$ cat src/hdl/rtp_header_parser_assert.svh
// ----------------------------------------------------------------------------
// RTP header parser assertion macros
// Clocked assertion wrappers; define ASSERT_OFF to compile them out.
// ----------------------------------------------------------------------------
`ifndef RTP_HEADER_PARSER_ASSERT_SVH
`define RTP_HEADER_PARSER_ASSERT_SVH

`ifndef ASSERT_OFF

// check outside of reset
`define RHP_ASSERT(lbl, prop, msg) \
  lbl: assert property (@(posedge clk) disable iff (!rst_n) prop) else $error(msg);

// check on every edge, reset included
`define RHP_ASSERT_ALWAYS(lbl, prop, msg) \
  lbl: assert property (@(posedge clk) prop) else $error(msg);

`else

`define RHP_ASSERT(lbl, prop, msg)
`define RHP_ASSERT_ALWAYS(lbl, prop, msg)

`endif

`endif

$ cat src/hdl/rhp_pkg.sv
// ----------------------------------------------------------------------------
// RTP header parser package
// Word types, status codes and layout constants shared by the parser modules.
// ----------------------------------------------------------------------------
package rhp_pkg;

  localparam int unsigned RHP_MAX_PACKET_BYTES = 65535;

  localparam int unsigned RHP_POS_W   = 16;
  localparam int unsigned RHP_REQ_W   = 19;
  localparam int unsigned RHP_FIXED_N = 12;

  localparam logic [RHP_POS_W-1:0] RHP_FIXED_BYTES = 16'd12;
  localparam logic [RHP_REQ_W-1:0] RHP_REQ_RESET   = 19'd12;
  localparam logic [RHP_REQ_W-1:0] RHP_EXT_HDR     = 19'd4;
  localparam logic [1:0]           RHP_RTP_VERSION = 2'd2;

  // length word sits at bytes 2 and 3 of the extension header
  localparam logic [1:0] RHP_EXT_LEN_HI = 2'd2;
  localparam logic [1:0] RHP_EXT_LEN_LO = 2'd3;

  localparam logic [1:0] RHP_ST_OK     = 2'd0;
  localparam logic [1:0] RHP_ST_SHORT  = 2'd1;
  localparam logic [1:0] RHP_ST_BADVER = 2'd2;
  localparam logic [1:0] RHP_ST_TRUNC  = 2'd3;

  typedef struct packed {
    logic [7:0] data_byte;
    logic       last_byte;
  } rhp_in_t;

  typedef struct packed {
    logic [1:0]  status;
    logic        padding_flag;
    logic        extension_flag;
    logic [3:0]  csrc_total;
    logic        marker_flag;
    logic [6:0]  payload_kind;
    logic [15:0] sequence_res;
    logic [31:0] time_stamp;
    logic [31:0] source_id;
    logic [15:0] header_length;
    logic [15:0] payload_length;
  } rhp_out_t;

  // handshake between the input stage and the rest of the pipe
  typedef struct packed {
    logic process;
    logic last;
  } rhp_ctl_t;

  // packet state as it stands after the current byte
  typedef struct packed {
    logic [RHP_POS_W-1:0]               count;
    logic [RHP_FIXED_N-1:0][7:0]        hdr;
    logic [RHP_REQ_W-1:0]               req;
  } rhp_snap_t;

endpackage

$ cat src/hdl/rhp_in_stage.sv
// ----------------------------------------------------------------------------
// RTP header parser input stage
// Registers the incoming word and decides when it may be consumed.
// ----------------------------------------------------------------------------
module rhp_in_stage
  import rhp_pkg::*;
(
  input  logic    clk,
  input  logic    rst_n,
  input  logic    in_valid,
  output logic    in_stall,
  input  rhp_in_t in_data,
  input  logic    out_free,
  output rhp_in_t word,
  output rhp_ctl_t ctl
);

  logic    valid_r, valid_nxt;
  rhp_in_t word_r;
  logic    process;
  logic    accept;

  // a final byte needs a free result slot; other bytes always go through
  assign process  = valid_r && (!word_r.last_byte || out_free);
  assign in_stall = valid_r && !process;
  assign accept   = in_valid && !in_stall;

  always_comb begin
    valid_nxt = valid_r;
    if (accept) begin
      valid_nxt = 1'b1;
    end else if (process) begin
      valid_nxt = 1'b0;
    end
  end

  always_ff @(posedge clk) begin
    if (!rst_n) begin
      valid_r <= 1'b0;
    end else begin
      valid_r <= valid_nxt;
    end
  end

  always_ff @(posedge clk) begin
    if (accept) begin
      word_r <= in_data;
    end
  end

  assign word        = word_r;
  assign ctl.process = process;
  assign ctl.last    = word_r.last_byte;

endmodule

$ cat src/hdl/rhp_track.sv
// ----------------------------------------------------------------------------
// RTP header parser packet tracker
// Counts bytes, captures the fixed header and the extension length word,
// and keeps the number of header bytes the packet must hold.
// ----------------------------------------------------------------------------
`include "rtp_header_parser_assert.svh"

module rhp_track
  import rhp_pkg::*;
#(
  parameter int unsigned MAX_PACKET_BYTES = RHP_MAX_PACKET_BYTES
) (
  input  logic      clk,
  input  logic      rst_n,
  input  rhp_ctl_t  ctl,
  input  rhp_in_t   word,
  output rhp_snap_t snap
);

  localparam logic [RHP_POS_W-1:0] MaxPos = RHP_POS_W'(MAX_PACKET_BYTES);

  logic [RHP_POS_W-1:0]        pos_r, pos_nxt;
  logic [7:0]                  ext_hi_r, ext_hi_nxt;
  logic [RHP_REQ_W-1:0]        req_r, req_nxt;
  logic [RHP_FIXED_N-1:0][7:0] store_r;
  logic [RHP_FIXED_N-1:0][7:0] hdr_nxt;

  logic                        live;
  logic                        wr;
  logic                        in_fixed;
  logic [3:0]                  cc;
  logic                        xbit;
  logic [RHP_POS_W-3:0]        ext_len_word;
  logic                        ext_word_hit;
  logic [RHP_POS_W-1:0]        count;

  assign live     = pos_r < MaxPos;
  assign wr       = ctl.process && live;
  assign in_fixed = pos_r < RHP_FIXED_BYTES;

  always_comb begin
    for (int i = 0; i < RHP_FIXED_N; i++) begin
      hdr_nxt[i] = store_r[i];
      if (wr && in_fixed && (pos_r[3:0] == 4'(i))) begin
        hdr_nxt[i] = word.data_byte;
      end
    end
  end

  assign cc   = hdr_nxt[0][3:0];
  assign xbit = hdr_nxt[0][4];

  // extension header starts at word 3 + CC
  assign ext_len_word = (RHP_POS_W-2)'(RHP_FIXED_N / 4) + (RHP_POS_W-2)'(cc);
  assign ext_word_hit = xbit && !in_fixed && (pos_r[RHP_POS_W-1:2] == ext_len_word);

  always_comb begin
    ext_hi_nxt = ext_hi_r;
    req_nxt    = req_r;
    if (pos_r == RHP_FIXED_BYTES - 16'd1) begin
      req_nxt = RHP_REQ_RESET + {13'd0, cc, 2'b00} + (xbit ? RHP_EXT_HDR : '0);
    end else if (ext_word_hit && pos_r[1:0] == RHP_EXT_LEN_HI) begin
      ext_hi_nxt = word.data_byte;
    end else if (ext_word_hit && pos_r[1:0] == RHP_EXT_LEN_LO) begin
      req_nxt = req_r + {1'b0, ext_hi_r, word.data_byte, 2'b00};
    end
    if (!wr) begin
      ext_hi_nxt = ext_hi_r;
      req_nxt    = req_r;
    end
  end

  assign pos_nxt = live ? pos_r + 16'd1 : pos_r;
  assign count   = wr ? pos_nxt : pos_r;

  always_ff @(posedge clk) begin
    if (!rst_n) begin
      pos_r    <= '0;
      ext_hi_r <= '0;
      req_r    <= RHP_REQ_RESET;
    end else if (ctl.process) begin
      if (ctl.last) begin
        pos_r    <= '0;
        ext_hi_r <= '0;
        req_r    <= RHP_REQ_RESET;
      end else begin
        pos_r    <= count;
        ext_hi_r <= ext_hi_nxt;
        req_r    <= req_nxt;
      end
    end
  end

  always_ff @(posedge clk) begin
    if (wr && in_fixed) begin
      store_r <= hdr_nxt;
    end
  end

  assign snap.count = count;
  assign snap.hdr   = hdr_nxt;
  assign snap.req   = req_nxt;

  `RHP_ASSERT(a_pos_bound, pos_r <= MaxPos, "byte position beyond packet bound")
  `RHP_ASSERT(a_last_clears, ctl.process && ctl.last |=> pos_r == '0 && req_r == RHP_REQ_RESET,
              "packet state not cleared after final byte")
  `RHP_ASSERT(a_req_floor, req_r >= RHP_REQ_RESET, "required header below fixed size")

endmodule

$ cat src/hdl/rhp_out_stage.sv
// ----------------------------------------------------------------------------
// RTP header parser result stage
// Decodes the header fields and status on the final byte and holds the
// result word until the receiver takes it.
// ----------------------------------------------------------------------------
module rhp_out_stage
  import rhp_pkg::*;
(
  input  logic      clk,
  input  logic      rst_n,
  input  rhp_ctl_t  ctl,
  input  rhp_snap_t snap,
  input  logic      out_stall,
  output logic      out_valid,
  output rhp_out_t  out_data,
  output logic      out_free
);

  logic                 valid_r, valid_nxt;
  rhp_out_t             res_r, res_nxt;
  logic                 load;
  logic [RHP_REQ_W:0]   diff;
  logic [7:0]           h0;

  assign out_free = !valid_r || !out_stall;
  assign load     = ctl.process && ctl.last;
  assign h0       = snap.hdr[0];

  // borrow out of count minus required bytes flags a truncated header
  assign diff = {4'd0, snap.count} - {1'b0, snap.req};

  always_comb begin
    res_nxt = '0;
    if (snap.count < RHP_FIXED_BYTES) begin
      res_nxt.status = RHP_ST_SHORT;
    end else begin
      res_nxt.padding_flag   = h0[5];
      res_nxt.extension_flag = h0[4];
      res_nxt.csrc_total     = h0[3:0];
      res_nxt.marker_flag    = snap.hdr[1][7];
      res_nxt.payload_kind   = snap.hdr[1][6:0];
      res_nxt.sequence_res   = {snap.hdr[2], snap.hdr[3]};
      res_nxt.time_stamp     = {snap.hdr[4], snap.hdr[5], snap.hdr[6], snap.hdr[7]};
      res_nxt.source_id      = {snap.hdr[8], snap.hdr[9], snap.hdr[10], snap.hdr[11]};
      if (h0[7:6] != RHP_RTP_VERSION) begin
        res_nxt.status = RHP_ST_BADVER;
      end else if (diff[RHP_REQ_W]) begin
        res_nxt.status = RHP_ST_TRUNC;
      end else begin
        res_nxt.status         = RHP_ST_OK;
        res_nxt.header_length  = snap.req[15:0];
        res_nxt.payload_length = diff[15:0];
      end
    end
  end

  always_comb begin
    valid_nxt = valid_r;
    if (load) begin
      valid_nxt = 1'b1;
    end else if (!out_stall) begin
      valid_nxt = 1'b0;
    end
  end

  always_ff @(posedge clk) begin
    if (!rst_n) begin
      valid_r <= 1'b0;
    end else begin
      valid_r <= valid_nxt;
    end
  end

  always_ff @(posedge clk) begin
    if (load) begin
      res_r <= res_nxt;
    end
  end

  assign out_valid = valid_r;
  assign out_data  = res_r;

endmodule

$ cat src/hdl/rtp_header_parser.sv
// ----------------------------------------------------------------------------
// RTP header parser
// Byte-stream parser for the RFC 3550 fixed, CSRC and extension header.
// ----------------------------------------------------------------------------
// Input channel (in_valid / in_stall / in_data) carries one packet byte per
// word, in network order, with last_byte set on the final byte. The output
// channel (out_valid / out_stall / out_data) carries one result word per
// packet: status, fixed-header fields, header length and payload length.
// Bytes past MAX_PACKET_BYTES are neither counted nor captured.
//
// Throughput: one byte per cycle unless a final byte waits. A final byte is
// held in the input register, then its result is loaded into the result
// register by the decode logic.
// While the receiver stalls, the held result stays on out_data and non-final
// bytes keep flowing; only a final byte waits, which raises in_stall.
// Reset (rst_n low, synchronous) empties both registers and returns the byte
// count, extension word and required header size to the start of a packet.
// ----------------------------------------------------------------------------
`include "rtp_header_parser_assert.svh"

module rtp_header_parser
  import rhp_pkg::*;
#(
  parameter int unsigned MAX_PACKET_BYTES = RHP_MAX_PACKET_BYTES
) (
  input  logic     clk,
  input  logic     rst_n,
  input  logic     in_valid,
  output logic     in_stall,
  input  rhp_in_t  in_data,
  output logic     out_valid,
  input  logic     out_stall,
  output rhp_out_t out_data
);

  rhp_in_t   word;
  rhp_ctl_t  ctl;
  rhp_snap_t snap;
  logic      out_free;

  rhp_in_stage u_in (
    .clk      (clk),
    .rst_n    (rst_n),
    .in_valid (in_valid),
    .in_stall (in_stall),
    .in_data  (in_data),
    .out_free (out_free),
    .word     (word),
    .ctl      (ctl)
  );

  rhp_track #(
    .MAX_PACKET_BYTES (MAX_PACKET_BYTES)
  ) u_track (
    .clk   (clk),
    .rst_n (rst_n),
    .ctl   (ctl),
    .word  (word),
    .snap  (snap)
  );

  rhp_out_stage u_out (
    .clk       (clk),
    .rst_n     (rst_n),
    .ctl       (ctl),
    .snap      (snap),
    .out_stall (out_stall),
    .out_valid (out_valid),
    .out_data  (out_data),
    .out_free  (out_free)
  );

  `RHP_ASSERT(a_stall_cause, in_stall |-> out_valid && out_stall,
              "input stalled without a blocked result")
  `RHP_ASSERT(a_ok_hdr_len, out_valid && out_data.status == RHP_ST_OK |->
              out_data.header_length >= RHP_FIXED_BYTES, "ok result with short header length")
  `RHP_ASSERT(a_short_zero, out_valid && out_data.status == RHP_ST_SHORT |->
              out_data.header_length == '0 && out_data.source_id == '0,
              "short packet result carries field data")

endmodule

$ cat config.mk
export PLATFORM = sky130hd
export DESIGN_NAME = rtp_header_parser
export DESIGN_NICKNAME = d
export VERILOG_FILES = /design/src/hdl/rhp_pkg.sv /design/src/hdl/rhp_in_stage.sv /design/src/hdl/rhp_track.sv /design/src/hdl/rhp_out_stage.sv /design/src/hdl/rtp_header_parser.sv
export VERILOG_INCLUDE_DIRS = /design/src /design/src/hdl
export SDC_FILE = /design/constraint.sdc
export NUM_CORES = 1
export LEC_CHECK = 0
export BUFFER_PORTS_ARGS = -buffer_cell sky130_fd_sc_hd__buf_2
export CELL_PAD_IN_SITES_DETAIL_PLACEMENT = 0
export CELL_PAD_IN_SITES_GLOBAL_PLACEMENT = 1
export CORE_MARGIN = 3
export CORE_UTILIZATION = 50
export DETAILED_ROUTE_END_ITERATION = 16
export GPL_ROUTABILITY_DRIVEN = 0
export PLACE_DENSITY_LB_ADDON = 0.2
export REMOVE_ABC_BUFFERS = 1
export SYNTH_ARGS = -nofsm -noshare
export SYNTH_HDL_FRONTEND = slang
export SYNTH_SLANG_ARGS = --single-unit
export TNS_END_PERCENT = 50
$ cat constraint.sdc
create_clock -name clk -period 23.5 [get_ports clk]
set_clock_uncertainty 0.15 [all_clocks]
set_input_delay 5.875 -clock clk [delete_from_list [all_inputs] [get_ports clk]]
set_output_delay 5.875 -clock clk [all_outputs]
set_load 0.03 [all_outputs]
==> results by group, run 1 <==
Outcome
  – Outcome: completed

Clocking
  – CTS Buf Count: 30
  – CTS tree: done
  – Post-CTS setup buffer count: 0
  – Worst-Skew Late Latency: 0.57 ns
  – Max Buffers Root-to-Sink: 3
  – Post-cts sizing count: 0
  – CTS root buf: clkbuf_16
  – Clock transition at path regs: 0.06 ns
  – CTS sink count: 278
  – Hold_buf cts: 0
  – # H-tree levels: 1

Critical path
  – Critical path buffers and inverters: 2
  – Top cell family by delay on the critical path: buffers and inverters
  – CP Cell Sequence: buf_2, nand2_1, nor2_1, buf_2
  – Worst r2r dst: u_out.out_data[14]
  – R2R depth: 22
  – Worst-path cell with the longest stage delay: buf_2
  – Top cell by count, worst path: buf_2
  – Critical path type: input pin to primary output
  – Worst Path Max Fanout: 3
  – CP Capture Point: in_stall
  – CP Launch Point: out_stall
  – Reg2Reg Launch Point: u_track.pos_r[9]
  – Worst Path Required: 17.48 ns
  – R2r setup slk: 15.57 ns
  – Max stage delay on crit path: 0.23 ns
  – CP startpoint kind: input pin
  – CP Depth: 4
  – CP Capture Type: primary output
  – Crit path DAT: 6.42 ns

Timing
  – Least-Margin Pin Slew: 1.065 ns
  – Final setup margin: 11.05 ns
  – RSZ-0062 raised after global routing: no
  – Relative slew slack: 0.2901
  – Achievable Freq: 80.35 MHz
  – Final Setup Violations: 0
  – Setup_tns: 0 ns
  – Final worst path period need: 12.45 ns
  – Final period util: 0.5296
  – Hold Vio Cnt, Final: 0
  – Slew Limit Fails: 0

Synthesis
  – Seq/Total Area, Yosys: 0.5958
  – Synth unique cells: 64
  – Mapped Cells: 1156
  – Dominant synthesized flop cell: edfxtp_1
  – Avg Cell Area, Syn: 11.47 sq um
  – Ys async rst share: 0
  – FF+latch count, synth: 278
  – Warnings from Yosys: 0
  – Post-Syn Area: 13260 sq um
  – EDFF count, synth: 233

Detailed routing
  – Avg WL per Cell: 18.50 microns
  – Detailed Route WL: 30370 microns
  – Detailed Routing Iterations Pass 1: 5
  – Number of vias per cell: 5.419
  – Drt drc: 0
  – DR iter-0 viols: 796
  – Post-DRT Antenna Nets: 0
  – Via count: 8898

Min path
  – HP Class: register to register

Finish
  – N_diodes: 0
  – Layout cell share with drive strength beyond 1: 0.1745
  – Fillers: 2117
  – Final Util: 0.5989
  – Final Non-Filler Cells: 1642
  – Final nets: 1342
  – Area delta synth->final: 15.73%

Power and ir drop
  – Int Power: 863.3 uW
  – Comb power frac: 0.050
  – Psw: 240.8 uW
  – Net Sw Frac: 0.2181
  – Clock Power Share: 0.454
  – Power Total: 1.104 mW
  – PD cells: 71.96 nW/um^2
  – Worst vdd ir: 58.14 uV
  – Flop pwr share: 0.496
  – Pleak: 6.543 nW

Floorplan
  – Initial core utilization: 0.5175
  – Die area: 28500 sq um
  – Row count: 58
  – Die Wd: 168.8 microns
  – CORE AREA: 25620 sq um
  – IO Pins: 143
  – Die Height: 168.8 microns

Global routing
  – First-pass GRT wire length: 48240 microns
  – Initial antenna violation count: 0
  – Gr ovfl total: 0
  – Vias in the first global route: 8621
  – Largest net degree at the start of global routing: 96
  – Overall Global Routing Usage: 0.2132

Placed design
  – Dpl ws: 10.46 ns
  – Port Buffer Count: 142
  – Placed insts: 1587
  – HPWL after DPL: 19980 microns

Flow run
  – MaxCap Viol Count: 0
placed cells by master (no fill, tap or decap), types with 38 or more instances in the layout:
master and instances:
buf_2 142, dfxtp_1 45, edfxtp_1 233, ha_1 38, inv_1 119, mux2i_1 95
nand2_1 50, nand3_1 50, nor2_1 156, o21ai_0 41
worst min-delay path by stage:
stage / startpoint / endpoint / slack, ns / cells after the start
6_report: u_track.ext_hi_r[2] / u_track.ext_hi_r[2] / 0.34 / 2
3_3_place_gp: u_track.ext_hi_r[3] / u_track.ext_hi_r[3] / 0.32 / 2
5_1_grt: u_track.req_r[10] / u_track.req_r[10] / 0.37 / 2
3_5_place_dp: u_track.ext_hi_r[5] / u_track.ext_hi_r[5] / 0.33 / 2
2_1_floorplan: u_track.req_r[0] / u_track.req_r[0] / 0.30 / 2
4_1_cts: u_track.ext_hi_r[5] / u_track.ext_hi_r[5] / 0.34 / 2
worst reg2reg max path, delay by kind of cell, from the launching register on:
kind            cells  cell delay (ns)
simple gates        7             2.97
compound gates     11             2.77
mux                 2             0.85
flops               1             0.44
fa+ha+maj           1             0.39
xor+xnor            1             0.18
per-stage QoR:
step | hold WS, ns | instance area, sq um
global placement | 0.3215 | 14270
global route | 0.3659 | 15340
finish | 0.3407 | 15340
detailed placement | 0.3325 | 14270
floorplan | 0.2958 | 13030
CTS | 0.3404 | 15340
synthesized netlist by cell type (11+ instances only):
master | instances | area, sq um
o21ai_0 | 41 | 205.2
mux2i_1 | 95 | 950.9
nor2b_1 | 29 | 181.4
ha_1 | 38 | 475.5
a21oi_1 | 35 | 175.2
xnor2_1 | 29 | 254.0
edfxtp_1 | 233 | 6997
and3_1 | 11 | 68.82
a21boi_0 | 11 | 82.58
dfxtp_1 | 45 | 900.9
nand3_1 | 50 | 250.2
inv_1 | 120 | 450.4
nand2_1 | 50 | 187.7
xor2_1 | 18 | 157.7
clkbuf_1 | 41 | 153.9
nor2_1 | 157 | 589.3
nand4_1 | 14 | 87.58
registers in the layout, summed over array words and instances, names as in the netlist:
name,count
u_track.ext_hi_r,8
u_in.valid_r,1
u_track.pos_r,16
u_in.ctl,1
u_out.out_valid,1
u_in.word,8
u_track.req_r,19
u_track.store_r,96
u_out.out_data,128
power groups by stage:
stage / clock, mW / sequential [mW] / combinational [mW]
2_1_floorplan: 0 / 0.571 / 0.0227
3_3_place_gp: 0 / 0.558 / 0.0548
3_5_place_dp: 0 / 0.558 / 0.0553
4_1_cts: 0.511 / 0.548 / 0.0557
5_1_grt: 0.533 / 0.549 / 0.0600
6_report: 0.501 / 0.548 / 0.0552
cell families (layout without fill, tap and decap cells):
logic type      count (synthesis)  count (layout)  share of synthesized area
flops                         278             278                     0.5958
mux                            99              99                    0.07513
simple gates                  363             363                     0.1337
fa+ha+maj                      40              40                    0.03889
xor+xnor                       47              47                    0.03105
compound gates                154             154                    0.07419
buf+inv                       175             331                    0.05125
layout make-up:
class	instances	area, sq um	area share
Clock buffer	33	782.0	0.05097
Clock inverter	22	287.8	0.01876
Inverter	120	452.9	0.02952
Multi-Input combinational cell	703	4693	0.3059
Sequential cell	278	7898	0.5148
Tap cell	330	412.9	0.02691
Timing Repair Buffer	156	815.8	0.05317
metal layers:
metal  vias up  wire [microns]  share of wire  GRT usage
li1       4340               -              -          -
met1      4287           14570           0.48     0.3205
met2       231           13750           0.45     0.3354
met3        40            1564          0.051    0.02709
met4         0             494          0.016    0.04518
met5         -               0              0          0
Power figures use the tool's default switching activity.
==> inputs of run 2 (changes only) <==
- CORE_UTILIZATION: 50 -> 43
- clock period: 23.5 -> 10.3 ns (I/O delays scaled with it)
==> results by group, run 2 (same netlist as run 1, synthesis figures left out) <==
Critical path
  – Critical path buffers and inverters: 2
  – Worst Path Max Fanout: 15
  – Top cell family by delay on the critical path: compound AO/OA/AOI/OAI gates
  – Worst-path cell with the longest stage delay: nor4_4
  – Critical path type: input pin to register
  – Crit path DAT: 8.39 ns
  – Max stage delay on crit path: 0.60 ns
  – R2r setup slk: 3.19 ns
  – Worst Path Required: 10.45 ns
  – CP Capture Type: register
  – CP startpoint kind: input pin

Global routing
  – Largest net degree at the start of global routing: 71
  – Vias in the first global route: 8701
  – Initial antenna violation count: 0
  – First-pass GRT wire length: 49510 microns
  – Overall Global Routing Usage: 0.1874
  – Gr ovfl total: 0

Finish
  – FF+latch area: 7898 sq um
  – Multi-input gate area: 4693 sq um
  – Final nets: 1343
  – Post-Layout Inst Area: 15300 sq um
  – Max reg flops: 128
  – N_diodes: 0
  – Most common cell after layout, fill and taps aside: edfxtp_1
  – Layout cell share with drive strength beyond 1: 0.1744
  – Area delta synth->final: 15.45%
  – Most frequent cells in the layout: edfxtp_1 (233), nor2_1 (156), buf_2 (142), inv_1 (119), mux2i_1 (95)
  – Fillers: 2781

Power and ir drop
  – Pleak: 6.508 nW
  – Psw: 553.3 uW
  – PD cells: 158.1 nW/um^2
  – Net Sw Frac: 0.2287
  – Int Power: 1.866 mW
  – Flop pwr share: 0.517
  – Worst vdd ir: 142.9 uV
  – Clock Power Share: 0.431
  – Comb power frac: 0.052

Timing
  – Final worst path period need: 8.235 ns
  – Final Setup Violations: 0
  – Setup_tns: 0 ns
  – Final period util: 0.7995
  – Relative slew slack: 0.3014
  – Hold Vio Cnt, Final: 0
  – RSZ-0062 raised after global routing: no
  – Achievable Freq: 121.4 MHz
  – Slew Limit Fails: 0
  – Least-Margin Pin Slew: 1.048 ns

Detailed routing
  – DR iter-0 viols: 664
  – Detailed Routing Iterations Pass 1: 6
  – Detailed Route WL: 31520 microns
  – Drt drc: 0
  – Avg WL per Cell: 18.51 microns
  – Number of vias per cell: 5.233
  – Via count: 8911
  – Post-DRT Antenna Nets: 0

Clocking
  – CTS sink count: 278
  – Clock transition at path regs: 0.06 ns
  – CTS root buf: clkbuf_16
  – CTS Buf Count: 29
  – CTS tree: done
  – Worst-Skew Late Latency: 0.56 ns
  – Hold_buf cts: 0
  – Post-CTS setup buffer count: 0
  – Max Buffers Root-to-Sink: 3
  – Post-cts sizing count: 0
  – # H-tree levels: 1

Outcome
  – Outcome: completed

Floorplan
  – Initial core utilization: 0.4414
  – Row count: 63
  – CORE AREA: 30030 sq um
  – Die Height: 181.6 microns
  – Die area: 32970 sq um
  – Die Wd: 181.6 microns
  – IO Pins: 143

Placed design
  – Port Buffer Count: 142
  – HPWL after DPL: 20520 microns
  – Dpl cell area: 14360 sq um

Flow run
  – MaxCap Viol Count: 0

Min path
  – HP Class: register to register
run 2: cell types whose count changed in the layout (fill, tap and decap cells not counted):
| cell | before | now |
|---|---|---|
| clkbuf_16 | 30 | 29 |
| clkinv_1 | 5 | 4 |
| clkinv_2 | 7 | 11 |
| clkbuf_1 | 1 | 3 |
| bufinv_16 | 6 | 3 |
| clkinvlp_4 | 2 | 1 |
| clkinv_16 | 1 | 0 |
| buf_4 | 14 | 16 |
| inv_16 | 0 | 1 |
| inv_6 | 1 | 2 |
| clkbuf_8 | 2 | 0 |
run 2: path summary, 6_finish.rpt:
check / startpoint / endpoint / cells after the start
hold reg to reg: u_track.ext_hi_r[2] / u_track.ext_hi_r[2] / 2
setup reg to reg: u_track.pos_r[9] / u_out.out_data[14] / 24
setup / recovery: out_stall / u_out.out_data[14] / 25
hold / removal: u_track.ext_hi_r[2] / u_track.ext_hi_r[2] / 2
run 2: power by group through the flow:
stage | clock [mW] | combinational (mW) | sequential, mW
floorplan | 0 | 0.0518 | 1.30
global placement | 0 | 0.125 | 1.27
detailed placement | 0 | 0.126 | 1.27
CTS | 1.07 | 0.127 | 1.25
global route | 1.12 | 0.136 | 1.25
finish | 1.04 | 0.126 | 1.25
run 2: metal layers:
layer | share of wire | global-route usage
met2 | 0.45 | 0.2980
met4 | 0.014 | 0.03687
met3 | 0.060 | 0.02804
met1 | 0.47 | 0.2758
met5 | 0 | 0
run 2: through the flow:
stage               instances    util  setup slack [ns]  hold WS, ns  power, mW
floorplan                1101       -            -2.885       0.2958      1.354
global placement         1649  0.4782             1.752       0.3227      1.399
detailed placement       1649  0.4782             1.579       0.3286      1.401
CTS                      1703  0.5096             2.142       0.3367      2.447
global route             1703  0.5096             1.466       0.3658      2.504
finish                   1703  0.5096             2.065       0.3310      2.420
run 2: layout make-up:
cell class | instances | share of cell area
clock buffer | 32 | 0.04815
clock inverter | 22 | 0.01341
inverter | 120 | 0.02959
multi-input combinational | 703 | 0.3067
sequential | 278 | 0.5160
tap | 390 | 0.03188
timing repair buffer | 158 | 0.05428
run 2: worst min-delay path, stage by stage, from the launching register on:
cell      delay [ns]
dfxtp_1         0.31
nand3_1         0.06
a21boi_0        0.06
